==> config.mk <==
export PLATFORM = sky130hd
export DESIGN_NAME = ordered_list_append_delete_top
export DESIGN_NICKNAME = d
export VERILOG_FILES = /design/src/hw/rtl/olad_pkg.sv /design/src/hw/rtl/olad_ram.sv /design/src/hw/rtl/ordered_list_append_delete_top.sv
export VERILOG_INCLUDE_DIRS = /design/src /design/src/hw/rtl
export SDC_FILE = /design/constraint.sdc
export NUM_CORES = 1
export LEC_CHECK = 0
export BUFFER_PORTS_ARGS = -buffer_cell sky130_fd_sc_hd__buf_4
export CAP_MARGIN = 15
export CELL_PAD_IN_SITES_DETAIL_PLACEMENT = 0
export CELL_PAD_IN_SITES_GLOBAL_PLACEMENT = 1
export CORE_ASPECT_RATIO = 0.5
export CORE_MARGIN = 2
export CORE_UTILIZATION = 30
export CTS_CLUSTER_DIAMETER = 80
export DETAILED_ROUTE_END_ITERATION = 6
export PLACE_DENSITY_LB_ADDON = 0.1
export SLEW_MARGIN = 10
export SYNTH_ARGS = -nofsm -noshare
export SYNTH_HDL_FRONTEND = slang
export SYNTH_HIERARCHICAL = 1
export SYNTH_SLANG_ARGS = --single-unit
export TNS_END_PERCENT = 10
==> constraint.sdc <==
create_clock -name clock -period 6.8 [get_ports clock]
set_input_delay 1.02 -clock clock [delete_from_list [all_inputs] [get_ports clock]]
set_output_delay 1.02 -clock clock [all_outputs]
set_load 0.05 [all_outputs]
==> src/hw/rtl/ordered_list_append_delete_top_macros.svh <==
// ----------------------------------------------------------------------------
// Ordered list assertion macros
// Shared concurrent assertion forms for the ordered list block.
// ----------------------------------------------------------------------------
`ifndef ORDERED_LIST_APPEND_DELETE_TOP_MACROS_SVH
`define ORDERED_LIST_APPEND_DELETE_TOP_MACROS_SVH

`ifndef NO_ASSERTIONS

// Same-cycle implication: whenever ante holds, cons holds too
`define OLAD_ASSERT_IMP(lbl, clk, rst, ante, cons) \
   lbl: assert property (@(posedge clk) disable iff (rst) (ante) |-> (cons)) \
      else $error("olad: same-cycle check failed");

// Next-cycle implication: whenever ante holds, cons holds in the cycle after
`define OLAD_ASSERT_NXT(lbl, clk, rst, ante, cons) \
   lbl: assert property (@(posedge clk) disable iff (rst) (ante) |=> (cons)) \
      else $error("olad: next-cycle check failed");

`else

`define OLAD_ASSERT_IMP(lbl, clk, rst, ante, cons)
`define OLAD_ASSERT_NXT(lbl, clk, rst, ante, cons)

`endif

`endif

==> src/hw/rtl/olad_pkg.sv <==
// ----------------------------------------------------------------------------
// Ordered list package
// Sizes, request codes and status codes of the ordered list block.
// ----------------------------------------------------------------------------
package olad_pkg;

   // List size and derived widths
   localparam int CAPACITY = 16;
   localparam int IDX_W    = $clog2(CAPACITY);
   localparam int CNT_W    = $clog2(CAPACITY + 1);
   localparam int DATA_W   = 32;
   localparam int LEN_W    = 5;

   // Request codes
   localparam logic OP_APPEND = 1'b0;
   localparam logic OP_DELETE = 1'b1;

   // Result status codes
   typedef enum logic [1:0] {
      ST_DONE      = 2'd0,
      ST_FULL      = 2'd1,
      ST_NOT_FOUND = 2'd2,
      ST_EMPTY     = 2'd3
   } status_type;

endpackage

==> src/hw/rtl/olad_ram.sv <==
// ----------------------------------------------------------------------------
// Generic single-clock RAM
// One write port and one read port; read data is registered.
// ----------------------------------------------------------------------------
module olad_ram #(
   parameter int WIDTH = 32,
   parameter int DEPTH = 16
) (
   input  logic                     clock,
   input  logic                     wr_en,
   input  logic [$clog2(DEPTH)-1:0] wr_addr,
   input  logic [WIDTH-1:0]         wr_data,
   input  logic                     rd_en,
   input  logic [$clog2(DEPTH)-1:0] rd_addr,
   output logic [WIDTH-1:0]         rd_data
);

   logic [WIDTH-1:0] mem [DEPTH];

   // Write on enable
   always_ff @(posedge clock) begin
      if (wr_en) begin
         mem[wr_addr] <= wr_data;
      end
   end

   // Register read data; hold it when no read is issued
   always_ff @(posedge clock) begin
      if (rd_en) begin
         rd_data <= mem[rd_addr];
      end
   end

endmodule

==> src/hw/rtl/ordered_list_append_delete_top.sv <==
// ----------------------------------------------------------------------------
// Ordered list top level
// Keeps up to CAPACITY signed values in insertion order; appends at the tail
// and deletes the first equal entry, closing the gap.
// ----------------------------------------------------------------------------
// One request is handled at a time. An append, or a delete on an empty list,
// goes straight to the report state, which registers its result; the next
// request is taken once the result is registered. A delete on a list of n
// entries walks the entry memory one entry per cycle through its single read
// port and then moves every later entry up one place, one per cycle; search
// and move together cover all n positions whether or not a match is found.
// A result waits in the output register until drained, and while a previous
// result still waits there the next result, and the input, wait with it. The
// output register lets a new request be taken while the previous result still
// waits to be drained. After reset the list is empty at once; no clearing pass
// is needed.

`include "ordered_list_append_delete_top_macros.svh"

module ordered_list_append_delete_top
   import olad_pkg::*;
(
   input  logic                     clock,
   input  logic                     reset,
   input  logic                     req_valid,
   output logic                     req_ready,
   input  logic                     req_type,
   input  logic signed [DATA_W-1:0] req_value,
   output logic                     rsp_valid,
   input  logic                     rsp_ready,
   output logic [1:0]               rsp_status,
   output logic [LEN_W-1:0]         rsp_length
);

   typedef enum logic [1:0] {
      S_IDLE,
      S_SEARCH,
      S_SHIFT,
      S_REPORT
   } state_type;

   state_type               state_ff, state_in;
   logic [CNT_W-1:0]        count_ff, count_in;
   logic [IDX_W-1:0]        ptr_ff, ptr_in;
   logic [DATA_W-1:0]       value_ff, value_in;
   status_type              status_ff, status_in;
   logic                    rsp_valid_ff, rsp_valid_in;
   status_type              rsp_status_ff, rsp_status_in;
   logic [LEN_W-1:0]        rsp_length_ff, rsp_length_in;

   logic                    ram_we;
   logic [IDX_W-1:0]        ram_waddr;
   logic [DATA_W-1:0]       ram_wdata;
   logic                    ram_re;
   logic [IDX_W-1:0]        ram_raddr;
   logic [DATA_W-1:0]       ram_rdata;

   logic                    is_full;
   logic                    last_entry;
   logic [IDX_W-1:0]        next_ptr;

   // Entry store
   olad_ram #(
      .WIDTH (DATA_W),
      .DEPTH (CAPACITY)
   ) u_entries (
      .clock   (clock),
      .wr_en   (ram_we),
      .wr_addr (ram_waddr),
      .wr_data (ram_wdata),
      .rd_en   (ram_re),
      .rd_addr (ram_raddr),
      .rd_data (ram_rdata)
   );

   assign is_full    = (count_ff == CNT_W'(CAPACITY));
   assign last_entry = ((CNT_W'(ptr_ff) + CNT_W'(1)) >= count_ff);
   assign next_ptr   = ptr_ff + IDX_W'(1);

   assign req_ready  = (state_ff == S_IDLE);
   assign rsp_valid  = rsp_valid_ff;
   assign rsp_status = rsp_status_ff;
   assign rsp_length = rsp_length_ff;

   // Sequence requests: read one entry per cycle, compare, move later ones up.
   // A move reads p + 1 while writing p - 1, so read and write never meet.
   always_comb begin
      state_in      = state_ff;
      count_in      = count_ff;
      ptr_in        = ptr_ff;
      value_in      = value_ff;
      status_in     = status_ff;
      rsp_valid_in  = rsp_valid_ff && !rsp_ready;
      rsp_status_in = rsp_status_ff;
      rsp_length_in = rsp_length_ff;
      ram_we        = 1'b0;
      ram_waddr     = count_ff[IDX_W-1:0];
      ram_wdata     = req_value;
      ram_re        = 1'b0;
      ram_raddr     = next_ptr;

      case (state_ff)
         S_IDLE: begin
            if (req_valid) begin
               value_in = req_value;
               if (req_type == OP_APPEND) begin
                  state_in = S_REPORT;
                  if (is_full) begin
                     status_in = ST_FULL;
                  end else begin
                     ram_we    = 1'b1;
                     count_in  = count_ff + CNT_W'(1);
                     status_in = ST_DONE;
                  end
               end else if (count_ff == '0) begin
                  status_in = ST_EMPTY;
                  state_in  = S_REPORT;
               end else begin
                  ram_re    = 1'b1;
                  ram_raddr = '0;
                  ptr_in    = '0;
                  state_in  = S_SEARCH;
               end
            end
         end

         S_SEARCH: begin
            if (ram_rdata == value_ff) begin
               if (last_entry) begin
                  count_in  = count_ff - CNT_W'(1);
                  status_in = ST_DONE;
                  state_in  = S_REPORT;
               end else begin
                  ram_re   = 1'b1;
                  ptr_in   = next_ptr;
                  state_in = S_SHIFT;
               end
            end else if (last_entry) begin
               status_in = ST_NOT_FOUND;
               state_in  = S_REPORT;
            end else begin
               ram_re = 1'b1;
               ptr_in = next_ptr;
            end
         end

         S_SHIFT: begin
            ram_we    = 1'b1;
            ram_waddr = ptr_ff - IDX_W'(1);
            ram_wdata = ram_rdata;
            if (last_entry) begin
               count_in  = count_ff - CNT_W'(1);
               status_in = ST_DONE;
               state_in  = S_REPORT;
            end else begin
               ram_re = 1'b1;
               ptr_in = next_ptr;
            end
         end

         S_REPORT: begin
            if (!rsp_valid_ff || rsp_ready) begin
               rsp_valid_in  = 1'b1;
               rsp_status_in = status_ff;
               rsp_length_in = LEN_W'(count_ff);
               state_in      = S_IDLE;
            end
         end

         default: begin
            state_in = S_IDLE;
         end
      endcase
   end

   // Hold state, list length and the result register
   always_ff @(posedge clock) begin
      if (reset) begin
         state_ff     <= S_IDLE;
         count_ff     <= '0;
         rsp_valid_ff <= 1'b0;
      end else begin
         state_ff     <= state_in;
         count_ff     <= count_in;
         rsp_valid_ff <= rsp_valid_in;
      end
      ptr_ff        <= ptr_in;
      value_ff      <= value_in;
      status_ff     <= status_in;
      rsp_status_ff <= rsp_status_in;
      rsp_length_ff <= rsp_length_in;
   end

   // Checks
   `OLAD_ASSERT_IMP(a_count_bound, clock, reset, 1'b1, count_ff <= CNT_W'(CAPACITY))
   `OLAD_ASSERT_IMP(a_no_rw_collide, clock, reset, ram_we && ram_re, ram_waddr != ram_raddr)
   `OLAD_ASSERT_IMP(a_shift_in_list, clock, reset, state_ff == S_SHIFT,
                    (ptr_ff != '0) && (CNT_W'(ptr_ff) < count_ff))
   `OLAD_ASSERT_NXT(a_accept_leaves_idle, clock, reset, req_valid && req_ready,
                    state_ff != S_IDLE)

endmodule
## After elaboration in Yosys (flattened, before gate mapping)

Memory sizes are Yosys's and may differ from the RTL's. A register that Yosys moved wholly into a read port is not among the register bits.
Cells that the tools add are included.

- $add $sub $neg: 5
- $lt $le $gt $ge: 1
- Equality and inequality tests: 15
- Muxes and demuxes: 46
- Reduce and logical (&&, ||, !) cells: 15

Operators by type and width:

| cell | number |
|---|---|
| $mux W4 | 9 |
| $eq A32 B32 Y1 | 1 |
| $mux W32 | 1 |
| $mux W5 | 5 |
| $mux W2 | 12 |
| $pmux W5 S3 | 1 |
| $ne A2 B2 Y1 const B | 7 |
| $mux W1 | 13 |
| $reduce_and A5 Y1 | 2 |
| $pmux W2 S4 | 1 |
| $pmux W4 S2 | 1 |
| $pmux W2 S3 | 1 |
| $reduce_and A2 Y1 | 3 |
| $add A4 B1 Y5 const B | 1 |
| $add A5 B1 Y5 const B | 1 |
| $eq A5 B5 Y1 const B | 1 |
| $ge A5 B5 Y1 | 1 |
| $logic_not A5 Y1 | 1 |
| $sub A5 B1 Y5 const B | 1 |
| $add A4 B1 Y4 const B | 1 |
| $eq A2 B2 Y1 const B | 2 |
| $pmux W1 S2 | 2 |
| $reduce_and A4 Y1 | 1 |
| $sub A4 B1 Y4 const B | 1 |
| 11 further kinds | 12 |

- Bits in registers: 53
- Memory bits (writable): 512
- Input bits: 37
- Output and inout bits: 9
- Logic and storage cells: 91
- Memories kept: 1

Memories:

| name | depth | width | read ports | clocked after memory_dff | wr ports | RTL line | RTL |
|---|---|---|---|---|---|---|---|
| u_entries.mem | 16 | 32 | 1 | 1 | 1 | olad_ram.sv:18 | `logic [WIDTH-1:0] mem [DEPTH];` |

## Depth between registers and ports, before layout

- Depth in word-level cells: 7
- Gate-level depth with buffers: 10
- Gate-level depth less buffers: 9

## Modules after synthesis

The synthesis kept the hierarchy.

By module, submodules not included:

| module | instances | cells an instance | area each (um^2) |
|---|---|---|---|
| olad_ram | 1 | 838 | 20,155.6 |
| ordered_list_append_delete_top | 1 | 291 | 3,275.6 |

## Least setup slack after synthesis

OpenSTA, ideal clock, no wires.

- Path type: reg2reg
- From: register state_ff[0]
- To: memory u_entries.mem[0][0] (enable)
- Data arrival time: 4.736 ns
- Required time: 6.339 ns
- Setup slack: 1.603 ns
- Stages on the path, launching flop included: 8
- Path buffers: 0
- Clock period less this slack: 5.197 ns
- Path through: dfxtp_1 inv_1 ha_1 nand2_1 inv_1 a21o_1 or3b_2 nor3_1

- Word-level cells in the longest chain between the ends: 4
- Elaborated cells on any way between the ends: 6
- Those cells by class: eq/ne (1); mux (4); reduce/logical (1)

Ends and longest elaborated chain:

| what | RTL line | RTL |
|---|---|---|
| from (decl) | ordered_list_append_delete_top.sv:42 | `state_type state_ff, state_in;` |
| from (signal assigned) | ordered_list_append_delete_top.sv:183 | `state_ff <= state_in;` |
| $logic_not A2 Y1 | -- |  |
| named net req_ready | ordered_list_append_delete_top.sv:26 | `output logic req_ready,` |
| $pmux W1 S2 | ordered_list_append_delete_top.sv:102 | `case (state_ff)` |
| named net ram_we | ordered_list_append_delete_top.sv:51 | `logic ram_we;` |
| $mux W1 | olad_ram.sv:22 | `if (wr_en) begin` |
| $mux W1 (implied by the code) | olad_ram.sv:23 | `mem[wr_addr] <= wr_data;` |
| to (decl) | olad_ram.sv:18 |  |

The timed path passes the listed nets, and every way through them passes these cells.

## Worst setup path in the final report

- From: register state_ff[0]
- To: memory u_entries.mem[9][0] (enable)

- Elaborated cells on any way between the ends: 6
- Those cells by class: eq/ne (1); mux (4); reduce/logical (1)

RTL lines:

| what | RTL line | RTL |
|---|---|---|
| $eq A2 B2 Y1 | ordered_list_append_delete_top.sv:102 |  |
| $mux W4 | ordered_list_append_delete_top.sv:102 |  |
| named net ram_waddr[1] | ordered_list_append_delete_top.sv:52 | `logic [IDX_W-1:0] ram_waddr;` |

The timed path passes the listed nets, and every way through them passes these cells.

==> summary.md <==
| Metric | Value |
|---|---|
| Slew @ Worst Pin | 0.9732 ns |
| Post-Syn Nets | 1181 |
| Commonest non-fill, non-tap cell in the layout | edfxtp_1 |
| CP required | 7.09 ns |
| Mapped cell area | 23430 um^2 |
| Num rows | 72 |
| Clk buf depth | 3 |
| HPWL Detailed | 35390 um |
| Placed Cells | 2185 |
| Crit-path leading delay family | simple AND/OR/NAND/NOR gates |
| Met2 wire length | 27640 um |
| PortBufs | 45 |
| Final setup fails | 0 |
| Initial antenna violation count | 0 |
| # diodes | 0 |
| Asr flop ratio synth | 0 |
| Synthesis Warnings | 6 |
| Post-CTS resize count | 0 |
| Hold Buf Count CTS | 0 |
| WP buf/inv | 3 |
| Total congestion overflow | 0 |
| DP Area | 25250 um^2 |
| Clock skew | 0.02770 ns |
| Initial Util | 0.3031 |
| Number of synthesized flops with an enable pin | 589 |
| WL per Instance | 27.33 um |
| Filler Cell Count | 7205 |
| Fin cells | 2292 |
| Overall routing resource usage | 0.1570 |
| RD Place Congestion | 0.7426 |
| TritonRoute pass-1 iters | 5 |
| Slowest stage delay, CP | 0.85 ns |
| Final Max Tran Viols | 0 |
| Postcts setup bufs | 0 |
| Post-route design area | 27040 um^2 |
| Share of cells above drive strength 1 | 0.2787 |
| Synth Flop Type | edfxtp_1 |
| Synth area leaders | edfxtp_1, mux4_2, a22oi_1 |
| Critical Path Fanout Max | 26 |
| Reg clk slew, reported paths | 0.07 ns |
| Min-Delay Path Class | flop to flop |
| Setup crit end kind | flop |
| Cell area power density | 480.5 nW/um^2 |
| Mean area per synthesized cell | 20.75 um^2 |
| Clock root buffer | clkbuf_16 |
| Maximum vdd ir drop | 0.2994 mV |
| First-pass GRT wire length | 89220 um |
| Die H | 201.6 um |
| Maxcap violations | 0 |
| CP cell instances | inv_1, ha_2, buf_4, a21oi_1, nand2b_1, nor2_4, buf_4 |
| Total number of vias | 11.52k |
| Largest net degree at the start of global routing | 54 |
| WL final | 62640 um |
| Normalized max-slew margin | 0.3497 |
| Fin Setup TNS | 0 ns |
| Antenna viol nets, final | 0 |
| Crit path DAT | 4.50 ns |
| Die W | 399.2 um |
| Startpoint Class | flop |
| Clock sink count | 597 |
| Sequential fraction of the synthesis area | 0.7617 |
| Area share of the largest cell type after synthesis | 0.7548 |
| Unique masters post-synth | 47 |
| DR top layer | met4 |
| Number of remaining DRC errors | 0 |
| Max Fclk | 0.2376 GHz |
| H-tree levels | 2 |
| Initial DRC count | 1086 |
| Final Net Count | 1260 |
| Most frequent cells in the layout | edfxtp_1, mux4_2, buf_4, a22oi_1, clkbuf_16 |
| Util after Layout | 0.3498 |
| Final hold viol count | 0 |
| #FFs+latches synth | 597 |
| Number of buffers created by CTS | 57 |
| Leak | 8.496 nW |
| CTS tree | yes |
| RSZ-0062 raised after global routing | false |
| Met3 wire len | 3742 um |
| Gate Count Post-Synth | 1129 |
| Ports | 46 |
| Min cycle time layout | 4.209 ns |
| Period utilization | 0.6190 |
| Area grow syn2layout | 15.41% |
| Status | completed |
| Via density per instance | 5.027 |
| Most frequent CP cell | buf_4 |
| Yosys top cell by area | edfxtp_1 |
| Vias in the first global route | 12.05k |
| Crit Path Class | flop to flop |
| Full die area | 80490 um^2 |
| M1 WL | 30060 um |
| Worst-Skew Late Latency | 0.65 ns |
| Core box area | 77290 um^2 |
| Crit path max-delay cell type | nor2_4 |
per-layer routing:
metal / GRT usage / vias up
met5: 0 / -
met4: 0.03947 / 0
met3: 0.03499 / 88
met2: 0.2303 / 301
met1: 0.2349 / 6282
li1: - / 4851
area by class of cell:
class,instances,area (um^2),share of cell area
Clock buffer,64,1453,0.05372
Multi-Input combinational cell,464,5441,0.2012
Tap cell,1036,1296,0.04794
Clock inverter,43,337.8,0.01249
Timing Repair Buffer,76,620.6,0.02295
Sequential cell,597,17850,0.6600
Inverter,12,45.04,0.001666
state kept, by name, summed over array words and instances (netlist names):
register,count
count_ff,5
rsp_length,5
rsp_status,2
rsp_valid,1
u_entries/mem,512
status_ff,2
state_ff,2
u_entries/rd_data,32
ptr_ff,4
value_ff,32
path summary, 6_finish.rpt:
check | start | to | slack (ns) | cells past startpoint
hold / removal | status_ff[1] | rsp_status[1] | 0.46 | 0
setup reg to reg | state_ff[0] | u_entries/mem[9][0] | 2.59 | 7
hold reg to reg | status_ff[1] | rsp_status[1] | 0.46 | 0
setup / recovery | state_ff[0] | u_entries/mem[9][0] | 2.59 | 7
where the power goes:
part           internal (mW)  leakage [nW]  switching (mW)
Clock                   1.70         0.889            1.43
Combinational           1.77          2.20            2.96
Sequential              4.93          5.41           0.200
Total                   8.40          8.50            4.60
cells in the mapped netlist (all sizes together), types with 4 or more instances:
cell type,number
mux2i,5
mux4,128
nor2b,8
nand3b,4
edfxtp,589
nand2b,4
nand4,8
and2,4
nand3,4
nor2,39
ha,14
inv,12
buf,32
nand2,44
mux2,32
clkbuf,24
o21ai,5
xor2,34
dfxtp,8
a21oi,13
nor3,10
a22oi,64
nor4,10
o311ai,5
kinds of logic (layout without fill, tap and decap cells):
family,count (synthesis),after routing,synth area share
AOI/OAI and AO/OA,101,101,0.03236
xor gates and xnor gates,37,37,0.01383
adders and majority gates,15,15,0.008330
buffers and inverters,68,195,0.01287
DFF,597,597,0.7617
muxes,165,165,0.1405
and+or+nand+nor,146,146,0.03038
stage by stage:
| step | worst slack [ns] | hold WS [ns] | total power, mW |
|---|---|---|---|
| 3_3_place_gp | 2.568 | 0.4468 | 9.983 |
| 5_1_grt | 2.392 | 0.4778 | 13.67 |
| 6_report | 2.591 | 0.4627 | 12.99 |
| 3_5_place_dp | 2.505 | 0.4538 | 10.03 |
| 4_1_cts | 2.526 | 0.4651 | 13.20 |
| 2_1_floorplan | 1.603 | 0.4267 | 8.259 |
No activity file was read; power rests on OpenSTA's default activity.
